`src/rtl/ast_pkg.sv`:
```
// ----------------------------------------------------------------------------
// ast_pkg: shared types and constants of the alarm slot table
// Field widths, item kinds, and the command and status bundles that pass
// between the controller and the datapath.
// ----------------------------------------------------------------------------
package ast_pkg;

  localparam int SLOTS_DEF   = 16;
  localparam int MAX_RESULTS = 16;
  localparam int CNT_W       = $clog2(MAX_RESULTS + 1);

  localparam int KIND_W      = 2;
  localparam int ID_W        = 32;
  localparam int PERIOD_W    = 16;
  localparam int WORD_W      = ID_W + 2 * PERIOD_W;

  localparam int IN_DATA_W   = 56;
  localparam int OUT_DATA_W  = 72;

  typedef enum logic [KIND_W-1:0] {
    KIND_CREATE = 2'd0,
    KIND_DELETE = 2'd1,
    KIND_TICK   = 2'd2
  } kind_t;

  typedef struct packed {
    logic load;
    logic eval;
    logic push_final;
  } ctl_cmd_t;

  typedef struct packed {
    logic kind_ok;
    logic hit;
    logic stall;
    logic need_push;
    logic out_free;
  } dp_stat_t;

endpackage

```
`src/rtl/ast_ram.sv`:
```
// ----------------------------------------------------------------------------
// ast_ram: generic single-port-write, single-port-read RAM
// One write and one registered read per cycle; the read data holds while
// no read is requested.
// ----------------------------------------------------------------------------
module ast_ram #(
  parameter int WIDTH = 8,
  parameter int DEPTH = 16,
  parameter int AW    = (DEPTH > 1) ? $clog2(DEPTH) : 1
) (
  input  logic             clk,
  input  logic             we,
  input  logic [AW-1:0]    waddr,
  input  logic [WIDTH-1:0] wdata,
  input  logic             re,
  input  logic [AW-1:0]    raddr,
  output logic [WIDTH-1:0] rdata
);

  logic [WIDTH-1:0] mem [DEPTH];

  always_ff @(posedge clk) begin
    if (we) begin
      mem[waddr] <= wdata;
    end
    if (re) begin
      rdata <= mem[raddr];
    end
  end

endmodule

```
`src/rtl/ast_ctl.sv`:
```
// ----------------------------------------------------------------------------
// ast_ctl: sequencing controller of the alarm slot table
// Accepts one item, walks the slots one per cycle through the datapath while
// no fired result stalls on the output, then hands over the closing result.
// ----------------------------------------------------------------------------
module ast_ctl
  import ast_pkg::*;
#(
  parameter int SLOTS = SLOTS_DEF,
  parameter int IDXW  = (SLOTS > 1) ? $clog2(SLOTS) : 1
) (
  input  logic            clk,
  input  logic            rst,
  input  logic            s_tvalid,
  output logic            s_tready,
  input  dp_stat_t        st,
  output ctl_cmd_t        cmd,
  output logic            rd_en,
  output logic [IDXW-1:0] rd_addr,
  output logic [IDXW-1:0] cur
);

  typedef enum logic [3:0] {
    S_IDLE   = 4'b0001,
    S_PRIME  = 4'b0010,
    S_WALK   = 4'b0100,
    S_FINISH = 4'b1000
  } state_t;

  localparam logic [IDXW-1:0] LastSlot = IDXW'(SLOTS - 1);

  state_t          state, state_next;
  logic [IDXW-1:0] cur_next;

  assign s_tready = (state == S_IDLE);

  always_comb begin
    state_next = state;
    cur_next   = cur;
    cmd        = '0;
    rd_en      = 1'b0;
    rd_addr    = cur;
    case (state)
      S_IDLE: begin
        cur_next = '0;
        if (s_tvalid) begin
          cmd.load   = 1'b1;
          state_next = S_PRIME;
        end
      end
      S_PRIME: begin
        if (st.kind_ok) begin
          rd_en      = 1'b1;
          state_next = S_WALK;
        end else begin
          state_next = S_IDLE;
        end
      end
      S_WALK: begin
        if (!st.stall) begin
          cmd.eval = 1'b1;
          if (st.hit || (cur == LastSlot)) begin
            state_next = S_FINISH;
          end else begin
            rd_en    = 1'b1;
            rd_addr  = cur + IDXW'(1);
            cur_next = cur + IDXW'(1);
          end
        end
      end
      S_FINISH: begin
        if (!st.need_push) begin
          state_next = S_IDLE;
        end else if (st.out_free) begin
          cmd.push_final = 1'b1;
          state_next     = S_IDLE;
        end
      end
      default: begin
        state_next = S_IDLE;
      end
    endcase
  end

  always_ff @(posedge clk) begin
    if (rst) begin
      state <= S_IDLE;
      cur   <= '0;
    end else begin
      state <= state_next;
      cur   <= cur_next;
    end
  end

  // The walk is only entered after the first slot read has been issued.
  a_walk_entry: assert property (@(posedge clk) disable iff (rst)
    (state == S_WALK) |-> ($past(state) == S_PRIME || $past(state) == S_WALK))
    else $error("slot walk entered without a primed read");

  // The closing result is only handed over from the finish state.
  a_final_push: assert property (@(posedge clk) disable iff (rst)
    cmd.push_final |=> (state == S_IDLE))
    else $error("final result pushed outside the finish step");

endmodule

```
`src/rtl/ast_dp.sv`:
```
// ----------------------------------------------------------------------------
// ast_dp: datapath of the alarm slot table
// Holds the item, the slot flags, the slot RAM (id, period, remaining),
// the id counter, the held fire result and the output register.
// ----------------------------------------------------------------------------
module ast_dp
  import ast_pkg::*;
#(
  parameter int SLOTS = SLOTS_DEF,
  parameter int IDXW  = (SLOTS > 1) ? $clog2(SLOTS) : 1
) (
  input  logic                  clk,
  input  logic                  rst,
  input  logic [IN_DATA_W-1:0]  s_tdata,
  input  logic [KIND_W-1:0]     s_tuser,
  input  ctl_cmd_t              cmd,
  input  logic                  rd_en,
  input  logic [IDXW-1:0]       rd_addr,
  input  logic [IDXW-1:0]       cur,
  output dp_stat_t              st,
  output logic                  m_tvalid,
  input  logic                  m_tready,
  output logic [OUT_DATA_W-1:0] m_tdata,
  output logic [0:0]            m_tuser,
  output logic                  m_tlast
);

  localparam logic [CNT_W-1:0] MaxCnt = CNT_W'(MAX_RESULTS);

  // Item register.
  kind_t                kind;
  logic [PERIOD_W-1:0]  period_in;
  logic                 periodic_in;
  logic [ID_W-1:0]      id_in;

  // Slot flags and counters.
  logic [SLOTS-1:0]     slot_busy;
  logic [SLOTS-1:0]     slot_periodic;
  logic [ID_W-1:0]      next_ident;
  logic [ID_W-1:0]      ident_inc;
  logic [CNT_W-1:0]     fire_cnt;

  // Create and delete result, held fire result, output register.
  logic                 res_ok;
  logic [ID_W-1:0]      res_id;
  logic                 pend_valid;
  logic [ID_W-1:0]      pend_id;
  logic                 o_ok;
  logic [ID_W-1:0]      o_new_id;
  logic                 o_fired;
  logic [ID_W-1:0]      o_fired_id;

  // Slot RAM port.
  logic                 ram_we;
  logic [WORD_W-1:0]    ram_wdata;
  logic [WORD_W-1:0]    ram_rdata;
  logic [ID_W-1:0]      rd_ident;
  logic [PERIOD_W-1:0]  rd_period;
  logic [PERIOD_W-1:0]  rd_rem;

  logic is_create, is_delete, is_tick;
  logic busy_c, per_c;
  logic c_hit, d_hit, t_active, t_one, t_fire, t_dec;
  logic out_free, push_mid;

  ast_ram #(
    .WIDTH (WORD_W),
    .DEPTH (SLOTS),
    .AW    (IDXW)
  ) u_slot_ram (
    .clk   (clk),
    .we    (ram_we),
    .waddr (cur),
    .wdata (ram_wdata),
    .re    (rd_en),
    .raddr (rd_addr),
    .rdata (ram_rdata)
  );

  assign rd_ident  = ram_rdata[WORD_W-1 -: ID_W];
  assign rd_period = ram_rdata[2*PERIOD_W-1 -: PERIOD_W];
  assign rd_rem    = ram_rdata[PERIOD_W-1:0];

  assign is_create = (kind == KIND_CREATE);
  assign is_delete = (kind == KIND_DELETE);
  assign is_tick   = (kind == KIND_TICK);

  assign busy_c = slot_busy[cur];
  assign per_c  = slot_periodic[cur];

  assign c_hit    = !busy_c;
  assign d_hit    = busy_c && (id_in != '0) && (rd_ident == id_in);
  assign t_active = busy_c && (rd_rem != '0);
  assign t_one    = (rd_rem == PERIOD_W'(1));
  // A slot past the per-tick fire limit is left at one for the next tick.
  assign t_fire   = t_active && t_one && (fire_cnt < MaxCnt);
  assign t_dec    = t_active && !t_one;

  assign out_free = !m_tvalid || m_tready;
  assign push_mid = cmd.eval && is_tick && t_fire && pend_valid;

  assign ident_inc = next_ident + ID_W'(1);

  assign st.kind_ok   = is_create || is_delete || is_tick;
  assign st.hit       = (is_create && c_hit) || (is_delete && d_hit);
  assign st.stall     = is_tick && t_fire && pend_valid && !out_free;
  assign st.need_push = is_tick ? pend_valid : 1'b1;
  assign st.out_free  = out_free;

  always_comb begin
    ram_we    = 1'b0;
    ram_wdata = ram_rdata;
    if (cmd.eval) begin
      if (is_create && c_hit) begin
        ram_we    = 1'b1;
        ram_wdata = {next_ident, period_in, period_in};
      end else if (is_tick && t_fire) begin
        ram_we    = 1'b1;
        ram_wdata = {rd_ident, rd_period, per_c ? rd_period : PERIOD_W'(0)};
      end else if (is_tick && t_dec) begin
        ram_we    = 1'b1;
        ram_wdata = {rd_ident, rd_period, rd_rem - PERIOD_W'(1)};
      end
    end
  end

  always_ff @(posedge clk) begin
    if (cmd.load) begin
      kind        <= kind_t'(s_tuser);
      period_in   <= s_tdata[PERIOD_W-1:0];
      periodic_in <= s_tdata[PERIOD_W];
      id_in       <= s_tdata[PERIOD_W+ID_W:PERIOD_W+1];
    end
  end

  always_ff @(posedge clk) begin
    if (rst) begin
      slot_busy     <= '0;
      slot_periodic <= '0;
      next_ident    <= ID_W'(1);
      fire_cnt      <= '0;
      pend_valid    <= 1'b0;
      m_tvalid      <= 1'b0;
    end else begin
      if (cmd.load) begin
        fire_cnt <= '0;
        res_ok   <= 1'b0;
        res_id   <= '0;
      end
      if (cmd.eval) begin
        if (is_create && c_hit) begin
          slot_busy[cur]     <= 1'b1;
          slot_periodic[cur] <= periodic_in;
          res_ok             <= 1'b1;
          res_id             <= next_ident;
          next_ident         <= (ident_inc == '0) ? ID_W'(1) : ident_inc;
        end
        if (is_delete && d_hit) begin
          slot_busy[cur]     <= 1'b0;
          slot_periodic[cur] <= 1'b0;
          res_ok             <= 1'b1;
        end
        if (is_tick && t_fire) begin
          fire_cnt   <= fire_cnt + CNT_W'(1);
          pend_valid <= 1'b1;
          pend_id    <= rd_ident;
          if (!per_c) begin
            slot_busy[cur]     <= 1'b0;
            slot_periodic[cur] <= 1'b0;
          end
        end
      end
      if (push_mid) begin
        m_tvalid   <= 1'b1;
        o_ok       <= 1'b1;
        o_new_id   <= '0;
        o_fired    <= 1'b1;
        o_fired_id <= pend_id;
        m_tlast    <= 1'b0;
      end else if (cmd.push_final) begin
        m_tvalid <= 1'b1;
        m_tlast  <= 1'b1;
        if (is_tick) begin
          pend_valid <= 1'b0;
          o_ok       <= 1'b1;
          o_new_id   <= '0;
          o_fired    <= 1'b1;
          o_fired_id <= pend_id;
        end else begin
          o_ok       <= res_ok;
          o_new_id   <= res_id;
          o_fired    <= 1'b0;
          o_fired_id <= '0;
        end
      end else if (m_tready) begin
        m_tvalid <= 1'b0;
      end
    end
  end

  assign m_tdata = {{(OUT_DATA_W - 1 - 2 * ID_W){1'b0}}, o_fired_id, o_new_id, o_ok};
  assign m_tuser = o_fired;

  a_ident_nonzero: assert property (@(posedge clk) disable iff (rst)
    next_ident != '0)
    else $error("id counter reached zero");

  a_fire_limit: assert property (@(posedge clk) disable iff (rst)
    fire_cnt <= MaxCnt)
    else $error("more expiries reported than allowed on one tick");

  a_fire_id: assert property (@(posedge clk) disable iff (rst)
    (m_tvalid && o_fired) |-> (o_fired_id != '0))
    else $error("expiry reported with a zero id");

endmodule

```
`src/rtl/alarm_slot_table.sv`:
```
// ----------------------------------------------------------------------------
// alarm_slot_table: table of one-shot and periodic millisecond alarms
// Creates, deletes and ticks a bank of alarm slots; reports expiries.
// ----------------------------------------------------------------------------
// Sequence: an item is accepted in the idle state; a priming step issues the
// first slot RAM read, the walk then visits one slot per cycle while no fired
// result stalls on the output (up to SLOTS slots, a create or delete stops at
// its slot), and a finish step, which waits for the output register to free
// up, closes the item. A new item is accepted only once the previous one is
// closed. An unknown kind goes from the priming step back to idle with no
// result.
// Reset clears the controller, the busy and mode flags, the fire count and
// the id counter (to one); the slot RAM is not cleared and needs no pass.
// ----------------------------------------------------------------------------
module alarm_slot_table
  import ast_pkg::*;
#(
  parameter int SLOTS = SLOTS_DEF
) (
  input  logic                  clk,
  input  logic                  rst,
  // Input beats.
  input  logic                  s_tvalid,
  output logic                  s_tready,
  // s_tdata, from bit 0 up: period_ms[15:0], periodic[16], alarm_id[48:17],
  // zero fill to bit 55.
  input  logic [IN_DATA_W-1:0]  s_tdata,
  // s_tuser: kind[1:0] (0 create, 1 delete, 2 tick).
  input  logic [KIND_W-1:0]     s_tuser,
  // Result beats.
  output logic                  m_tvalid,
  input  logic                  m_tready,
  // m_tdata, from bit 0 up: ok[0], new_id[32:1], fired_id[64:33],
  // zero fill to bit 71.
  output logic [OUT_DATA_W-1:0] m_tdata,
  // m_tuser: fired[0].
  output logic [0:0]            m_tuser,
  // m_tlast: last result beat caused by one input beat.
  output logic                  m_tlast
);

  localparam int IDXW = (SLOTS > 1) ? $clog2(SLOTS) : 1;

  // Controller to datapath: commands, the slot under evaluation and the
  // RAM read request. Datapath to controller: match, stall and output state.
  ctl_cmd_t        cmd;
  dp_stat_t        st;
  logic            rd_en;
  logic [IDXW-1:0] rd_addr;
  logic [IDXW-1:0] cur;

  ast_ctl #(
    .SLOTS (SLOTS),
    .IDXW  (IDXW)
  ) u_ctl (
    .clk      (clk),
    .rst      (rst),
    .s_tvalid (s_tvalid),
    .s_tready (s_tready),
    .st       (st),
    .cmd      (cmd),
    .rd_en    (rd_en),
    .rd_addr  (rd_addr),
    .cur      (cur)
  );

  // The datapath holds the single slot RAM; a fired result waits in a
  // holding register until the next one (or the end of the walk) shows
  // whether it is the last beat of the tick.
  ast_dp #(
    .SLOTS (SLOTS),
    .IDXW  (IDXW)
  ) u_dp (
    .clk      (clk),
    .rst      (rst),
    .s_tdata  (s_tdata),
    .s_tuser  (s_tuser),
    .cmd      (cmd),
    .rd_en    (rd_en),
    .rd_addr  (rd_addr),
    .cur      (cur),
    .st       (st),
    .m_tvalid (m_tvalid),
    .m_tready (m_tready),
    .m_tdata  (m_tdata),
    .m_tuser  (m_tuser),
    .m_tlast  (m_tlast)
  );

endmodule
```
`config.mk`:
```
export PLATFORM = sky130hd
export DESIGN_NAME = alarm_slot_table
export DESIGN_NICKNAME = d
export VERILOG_FILES = /design/src/rtl/ast_pkg.sv /design/src/rtl/ast_ram.sv /design/src/rtl/ast_ctl.sv /design/src/rtl/ast_dp.sv /design/src/rtl/alarm_slot_table.sv
export SDC_FILE = /design/constraint.sdc
export NUM_CORES = 1
export LEC_CHECK = 0
export BUFFER_PORTS_ARGS = -buffer_cell sky130_fd_sc_hd__buf_2
export CAP_MARGIN = 10
export CORE_ASPECT_RATIO = 0.6
export CORE_MARGIN = 10
export CORE_UTILIZATION = 30
export CTS_CLUSTER_DIAMETER = 30
export DETAILED_ROUTE_END_ITERATION = 7
export PLACE_DENSITY_LB_ADDON = 0.05
export SETUP_SLACK_MARGIN = 0.5
export SYNTH_ARGS = -nofsm -noshare
export SYNTH_HDL_FRONTEND = slang
export SYNTH_SLANG_ARGS = --single-unit
```
`constraint.sdc`:
```
create_clock -name clk -period 7.5 [get_ports clk]
set_input_delay 0.75 -clock clk [delete_from_list [all_inputs] [get_ports clk]]
set_output_delay 0.75 -clock clk [all_outputs]
set_load 0.1 [all_outputs]
```
==> impl_metrics.py <==
metrics = {
    "yosys": {
        "synth-edff-count": 1271,
        "yosys.cell_types.count": 73,
        "synth-compound-area-share": 0.1110,
        "syn_avg_cell_area_sq_um": 13.83,
        "synth_top_family_by_area": "compound AO/OA/AOI/OAI gates",
        "synthArstFlopShare": 0,
        "synthFlopType": "edfxtp_1",
        "synth_fa_ha_area_frac": 0.002026,
        "syn-cell-area_sq_um": 55570,
        "synthMuxAreaShare": 0.04057,
        "ys_warn_count": 0,
        "synth_xor_area_frac": 0.01024,
        "ys_seq_elements": 1350,
        "synth_simple_gate_area_frac": 0.09613,
        "synthCells": 4018,
        "ys_seq_area_frac": 0.7152,
    },
    "setup_path": {
        "worstReg2RegStart": "u_dp.u_slot_ram.rdata[61]$_DFFE_PP_",
        "crit_chain": "xor2_1, nor4_1, nand4_1, nor4_1, or3_1, or4_4, and2_4, buf_4, o22ai_1, nor3_1, or4_1",
        "rr_worst_depth": 11,
        "path_class": "reg -> reg",
        "crit_required_ps": 8180,
        "cp_max_fo": 46,
        "critical_path.max_stage_delay_ps": 920,
        "crit_path_end_kind": "flop",
        "critPathArrivalTime_ps": 7000,
        "cp_slowest_cell": "nor4_1",
        "r2r_slack_ps": 1180,
        "crit_path_start_kind": "flop",
        "cp_top_family": "simple AND/OR/NAND/NOR gates",
        "r2r_end": "u_dp.u_slot_ram.rdata[41]$_DFFE_PP_",
        "crit_top_cell": "nor4_1",
        "crit_buf_inv": 1,
    },
    "routing": {
        "dr.first_iter.drc_count": 3727,
        "vias_per_cell": 5.366,
        "vias": 37190,
        "drc": 0,
        "firstDrtPassIters": 7,
        "antenna_left": 0,
        "wl_per_cell_um": 30.50,
        "drt_wl_total_mm": 211.4,
    },
    "timing": {
        "fin_skew_ps": 30.88,
        "finalHoldViolCount": 0,
        "finalSetupTns_ps": 0,
        "hold_ws_ps": 107.8,
        "tightest_slew_ps": 1179,
        "finalSetupViolations": 0,
        "fin_crit_ps": 6320,
        "slew_headroom": 0.2141,
        "post-route-period-util": 0.8426,
        "rsz0062_at_grt": "false",
        "slew_viol_final": 0,
        "clock.fmax_ghz": 0.1582,
    },
    "run": {
        "cap_violations": 0,
    },
    "die": {
        "ios": 138,
        "die_x_um": 575.7,
        "fp-row-count": 122,
        "die_h_um": 353.4,
        "start_util": 0.3016,
        "core_sq_um": 184200,
        "fp.dieArea_sq_um": 203400,
    },
    "worst_hold_path": {
        "min_to": "u_dp.id_in[31]$_DFFE_PP_",
        "min-delay-start": "s_tdata[48]",
        "hold_class": "in -> reg",
        "hold_depth": 1,
    },
    "global_routing": {
        "grt_pass1_wl_mm": 293.1,
        "grt-ovfl-total": 0,
        "grt_max_degree": 99,
        "grt_pass1_vias": 36470,
        "antenna_found_initial": 11,
        "grt_usage": 0.1991,
    },
    "finish": {
        "area_growth_pct": 23.63,
        "stdcell_area_sq_um": 68700,
        "nets": 4311,
        "final_util": 0.3729,
        "drive_gt1_frac": 0.1804,
        "fill_cells": 17390,
    },
    "pwr": {
        "vdd_drop_max_v": 0.0002233,
        "p_leak_uw": 0.02230,
        "power_uw": 20820,
        "p_per_area_nw_per_um2": 303.1,
    },
    "clock_tree": {
        "numCtsBuffers": 277,
        "clock_latency_ps": 820,
        "ctsResizeCount": 0,
        "cts_buffer_depth": 4,
        "h-tree-depth": 5,
        "root_buffer": "clkbuf_16",
        "clkTransAtPathRegs_ps": 60,
        "cts-hold-fix-buffers": 0,
        "cts_tree": "built",
        "cts_setup_buffers": 0,
        "clock-sinks": 1350,
    },
    "place": {
        "placed_cell_area_sq_um": 59360,
        "gp_congestion": 0.7334,
        "numPortBuffers": 123,
        "place_hpwl_mm": 111.7,
    },
    "status": {
        "status": "completed",
    },
}
-- layout make-up --
cell class | instances | area, sq um | share of cell area
tap | 2480 | 3103 | 0.04516
antenna | 4 | 10.01 | 0.0001457
clock buffer | 320 | 7337 | 0.1068
timing repair buffer | 242 | 1709 | 0.02488
inverter | 16 | 61.31 | 0.0008924
sequential | 1350 | 39760 | 0.5786
clock inverter | 165 | 1956 | 0.02846
multi-input combinational | 2353 | 14770 | 0.2150
-- cell families (layout without fill, tap and decap cells) --
kind of cell	after synthesis	count (layout)
AO/OA/AOI/OAI	953	953
other	1	11
multiplexers	205	205
flip-flops	1350	1350
AND/OR/NAND/NOR	1114	1114
buffers and inverters	321	743
adder cells (fa/ha/maj)	9	9
XOR/XNOR	65	65
-- routing by layer --
layer | vias to the layer above | wire (um) | GRT usage
met4 | 2 | 5794 | 0.05647
met3 | 329 | 13420 | 0.04162
met2 | 1335 | 89410 | 0.2898
li1 | 16450 | - | -
met1 | 19070 | 102700 | 0.2972
met5 | - | 9 | 0
-- cell usage in the layout (no fill, tap or decap), types with 31 or more instances in the layout --
| cell type | count |
|---|---|
| mux2i_1 | 142 |
| or4_1 | 53 |
| or3_1 | 34 |
| o21ai_0 | 73 |
| clkinv_2 | 40 |
| nor2_1 | 313 |
| nand3_1 | 39 |
| clkbuf_16 | 288 |
| bufinv_16 | 35 |
| nor3_1 | 179 |
| mux2_2 | 51 |
| xor2_1 | 46 |
| a21oi_1 | 209 |
| and2_1 | 68 |
| buf_2 | 123 |
| dfxtp_1 | 77 |
| o221ai_1 | 95 |
| nor4_1 | 71 |
| edfxtp_1 | 1271 |
| o22ai_1 | 449 |
| clkbuf_1 | 31 |
| buf_4 | 103 |
| nand2_1 | 250 |
-- metrics by stage --
| step | instances | setup WS (ps) |
|---|---|---|
| floorplan | 4024 | 879.2 |
| global placement | 6436 | 1233 |
| detailed placement | 6436 | 1164 |
| CTS | 6921 | 1133 |
| global route | 6928 | 843.2 |
| finish | 6930 | 1180 |
-- cell usage after synthesis (all sizes together) (77+ instances only) --
master | instances | area (sq um)
clkbuf | 186 | 698.2
buf | 119 | 615.6
nand2 | 253 | 949.7
edfxtp | 1271 | 38170
nor3 | 181 | 905.9
o22ai | 450 | 2829
o21ai | 77 | 396.6
dfxtp | 79 | 1582
o221ai | 95 | 832.1
a21oi | 212 | 1061
nor2 | 335 | 1257
mux2i | 142 | 1421
-- flip-flops by register name, indices dropped and copies added (netlist names), 32 cells and up --
name,cells
u_dp.res_id,32
u_dp.next_ident,32
u_dp.o_fired_id,32
u_dp.pend_id,32
u_dp.u_slot_ram.rdata,64
u_dp.o_new_id,32
u_dp.id_in,32
u_dp.u_slot_ram.mem,1024
-- where the power goes --
part           switching, uW  internal [uW]
Sequential              39.9           8220
Combinational            161           53.8
Clock                   4130           8210
-- how the worst max path moves through the flow --
stage                                   startpoint                                  end  slack [ps]  cells after the start
3_3_place_gp   u_dp.u_slot_ram.rdata[51]$_DFFE_PP_  u_dp.u_slot_ram.rdata[41]$_DFFE_PP_        1230                     11
5_1_grt        u_dp.u_slot_ram.rdata[61]$_DFFE_PP_  u_dp.u_slot_ram.rdata[41]$_DFFE_PP_         840                     11
6_report       u_dp.u_slot_ram.rdata[61]$_DFFE_PP_  u_dp.u_slot_ram.rdata[41]$_DFFE_PP_        1180                     11
2_1_floorplan          u_ctl.state[3]$_SDFFE_PP0P_             u_dp.res_id[2]$_DFFE_PN_         880                      6
4_1_cts        u_dp.u_slot_ram.rdata[61]$_DFFE_PP_  u_dp.u_slot_ram.rdata[41]$_DFFE_PP_        1130                     11
3_5_place_dp   u_dp.u_slot_ram.rdata[61]$_DFFE_PP_  u_dp.u_slot_ram.rdata[41]$_DFFE_PP_        1160                     11
No activity file was read; power rests on OpenSTA's default activity.
